## config.mk

```make
export PLATFORM = sky130hd
export DESIGN_NAME = acmc_ram
export DESIGN_NICKNAME = d
export VERILOG_FILES = /design/src/design/assert_macros.svh /design/src/design/acmc_ram.sv
export SDC_FILE = /design/constraint.sdc
export NUM_CORES = 1
export LEC_CHECK = 0
export BUFFER_PORTS_ARGS = -buffer_cell sky130_fd_sc_hd__buf_2
export CORE_MARGIN = 5
export CORE_UTILIZATION = 40
export DETAILED_ROUTE_END_ITERATION = 8
export GPL_TIMING_DRIVEN = 0
export SETUP_SLACK_MARGIN = 0.4
export SLEW_MARGIN = 25
export SYNTH_ARGS = -nofsm -noshare
export SYNTH_HDL_FRONTEND = slang
export SYNTH_SLANG_ARGS = --single-unit
export TNS_END_PERCENT = 30
```

## constraint.sdc

```tcl
create_clock -name clk -period 17.29 [get_ports clk]
set_input_delay 4.3225 -clock clk [delete_from_list [all_inputs] [get_ports clk]]
set_output_delay 4.3225 -clock clk [all_outputs]
set_load 0.03 [all_outputs]
```

## src/design/assert_macros.svh

```systemverilog
// Assertion macros shared by the cipher RTL.
`ifndef ASSERT_MACROS_SVH
`define ASSERT_MACROS_SVH

// same-cycle implication, clocked on clk, off while rst_n is low
`define ACMC_ASSERT_NOW(label, ante, cons) \
  label: assert property (@(posedge clk) disable iff (!rst_n) (ante) |-> (cons)) \
    else $error("acmc assertion failed");

// next-cycle implication, clocked on clk, off while rst_n is low
`define ACMC_ASSERT_NEXT(label, ante, cons) \
  label: assert property (@(posedge clk) disable iff (!rst_n) (ante) |=> (cons)) \
    else $error("acmc assertion failed");

`endif

```

## src/design/acmc_ram.sv

```systemverilog
// Generic single-write, single-read RAM with registered read data.
module acmc_ram #(
  parameter int WIDTH = 128,
  parameter int DEPTH = 8
) (
  input  logic                     clk,
  input  logic                     we,
  input  logic [$clog2(DEPTH)-1:0] waddr,
  input  logic [WIDTH-1:0]         wdata,
  input  logic [$clog2(DEPTH)-1:0] raddr,
  output logic [WIDTH-1:0]         rdata
);

  logic [WIDTH-1:0] mem_r [DEPTH];
  logic [WIDTH-1:0] rdata_r;

  always_ff @(posedge clk) begin
    if (we) begin
      mem_r[waddr] <= wdata;
    end
    rdata_r <= mem_r[raddr];
  end

  assign rdata = rdata_r;

endmodule

```

==> impl_metrics.yaml <==
routing:
  avgViaCountPerCell: 5.111
  antenna_left: 0
  drt-initial-drc-count: 1361
  totalWireLength_mm: 90.28
  wire_per_inst_um: 25.17
  drcViolationCount: 0
  num_vias: 18334
  drtPass1Iterations: 5
critical_path:
  start_kind: "input pin"
  timing.rr.start: "mem_r[0][31]"
  critPathKind: "in -> reg"
  end_kind: "flop"
  cp.arrival_ns: 6.54
  critPathRequiredTime_ns: 17.68
  crit_path_start: "waddr[2]"
  worstPathMaxFanout: 7
yosys:
  synth-compound-area-share_pct: 0
  synth-simple-area-share_pct: 0.1415
  ys_seq_area_share_pct: 80.16
  synth_warnings: 0
  synth-xor-area-share_pct: 0
  synth_fa_ha_area_share_pct: 0
  syn_inst: 1620
  synth_cell_types: 18
  muxShareOfSynthArea_pct: 17.99
  ys_seq_elements: 1152
  syn_nets: 1756
  syn_area_per_cell_um2: 25.65
  synth_area_um2: 41550
  synth_top_family_by_area: "multiplexers"
cells_and_area:
  nets: 2232
  final_core_util_pct: 48.60
  final_area_um2: 50220
  drive_above_1_share_pct: 40.81
  syn_to_final_growth_pct: 20.86
  final_cells: 3587
timing:
  setup_viol: 0
  finalCriticalPeriod_ns: 6.154
  fin_crit_sh_pct: 35.59
  final-hold-violation-count: 0
  max_freq_ghz: 0.1625
  slew_violations: 0
  tightest_slew_ns: 0.9615
  tns_ns: 0
  slew_headroom_pct: 35.90
  fin_worst_skew_ns: 0.02866
  rsz0062_at_grt: "false"
cts:
  clockBufferDepth: 3
  worstSkewPairLatency_ns: 0.69
  numCtsBuffers: 115
  cts_resized: 0
  path_clk_slew_ns: 0.06
  cts_setup_buffers: 0
  cts_tree: "yes"
  cts_num_sinks: 1152
  clockRootBuffer: "clkbuf_16"
  htreeDepth: 3
  ctsHoldBuffers: 0
worst_hold_path:
  worstHoldStart: "mem_r[2][72]"
  min_path_type: "reg -> reg"
power_and_ir_drop:
  p_leak_nw: 16.91
  p_per_area_nw_per_um2: 120.0
  irDropWorstVdd_mv: 0.09245
  p_total_w: 0.006026
grt:
  antenna_found_initial: 24
  grt_use_total_pct: 16.20
  grt_max_degree: 19
  grt_pass1_wl_mm: 132.6
  grt_pass1_vias: 19668
  grt.overflow.total: 0
placement:
  dp.cells: 3359
  dpl_cell_area_um2: 46390
  routabilityCongestion: 0.6706
  hpwl_mm: 58.54
  portBuffers: 260
floorplanning:
  row_count: 118
  start_util_pct: 40.21
  die_w_um: 332.3
  die_area_um2: 110400
  die-height_um: 332.3
  design.core.area_um2: 103300
  num_io_pins: 264
job:
  drv_cap: 0
outcome:
  status: "finished clean"
==> per-stage QoR <==
step / worst slack, ns / hold WS (ns)
finish: 11.14 / 0.6601
floorplan: 3.360 / 0.6407
detailed placement: 10.39 / 0.6609
CTS: 11.13 / 0.6589
global route: 11.05 / 0.6867
global placement: -7.668 / 0.6513
==> synth_stat cells, drive strengths merged <==
cell type / count / share of area, %
nand2: 2 / 0.018
mux2: 128 / 3.5
edfxtp: 1024 / 74
nor2: 6 / 0.054
nand2b: 3 / 0.045
buf: 45 / 1.1
mux4: 256 / 15
clkbuf: 26 / 0.56
dfxtp: 128 / 6.2
nor3: 2 / 0.024
==> final timing paths <==
kind                                      end  slack [ns]  cells past startpoint
worst max register to register      rdata[31]       15.96                      2
worst min-delay path                rdata[72]        0.66                      2
worst max-delay path            mem_r[0][103]       11.14                     11
worst min register to register      rdata[72]        0.66                      2
==> report_power, final <==
group          total, W  internal, W  switching (W)  leakage, nW
Combinational  0.000388     0.000165       0.000222         4.65
Clock           0.00246      0.00145        0.00102         1.88
Sequential      0.00318      0.00314      0.0000331         10.4
==> final cells by class <==
type,count,area (µm²)
Fill cell,8361,53120
Sequential cell,1152,33310
Multi-Input combinational cell,397,7591
Clock buffer,163,3302
Timing Repair Buffer,359,3057
Tap cell,1380,1727
Buffer,71,706.9
Clock inverter,56,506.7
Antenna cell,9,22.52
==> placed cells by master (no fill, tap or decap), drive strengths merged, types with 3 or more instances in the layout <==
cell type	n
buf	404
bufinv	8
clkbuf	189
clkinv	45
dfxtp	128
diode	9
edfxtp	1024
mux2	128
mux4	256
nand2b	3
nor2	6
==> state kept, by name, summed over array words and instances (netlist names) <==
signal	cells
mem_r	1024
rdata	128
==> cell families after synthesis <==
group / count (synthesis)
DFF: 1152
buffers and inverters: 71
and+or+nand+nor: 13
muxes: 384
==> routing by layer <==
| metal | wire length, µm | global-route usage [%] | up-vias |
|---|---|---|---|
| met2 | 44670 | 26.89 | 460 |
| met3 | 4776 | 3.652 | 142 |
| met4 | 1889 | 3.836 | 12 |
| met1 | 38860 | 22.11 | 9780 |
| li1 | - | - | 7940 |
| met5 | 74 | 0 | - |
==> critical path, stage by stage <==
cell,delay (ns)
buf_2,0.10
nand2b_1,0.28
nor3_2,0.50
buf_6,0.23
buf_6,0.15
buf_6,0.14
buf_4,0.18
buf_6,0.16
buf_6,0.15
buf_6,0.14
buf_4,0.18
No activity file was read; power rests on OpenSTA's default activity.
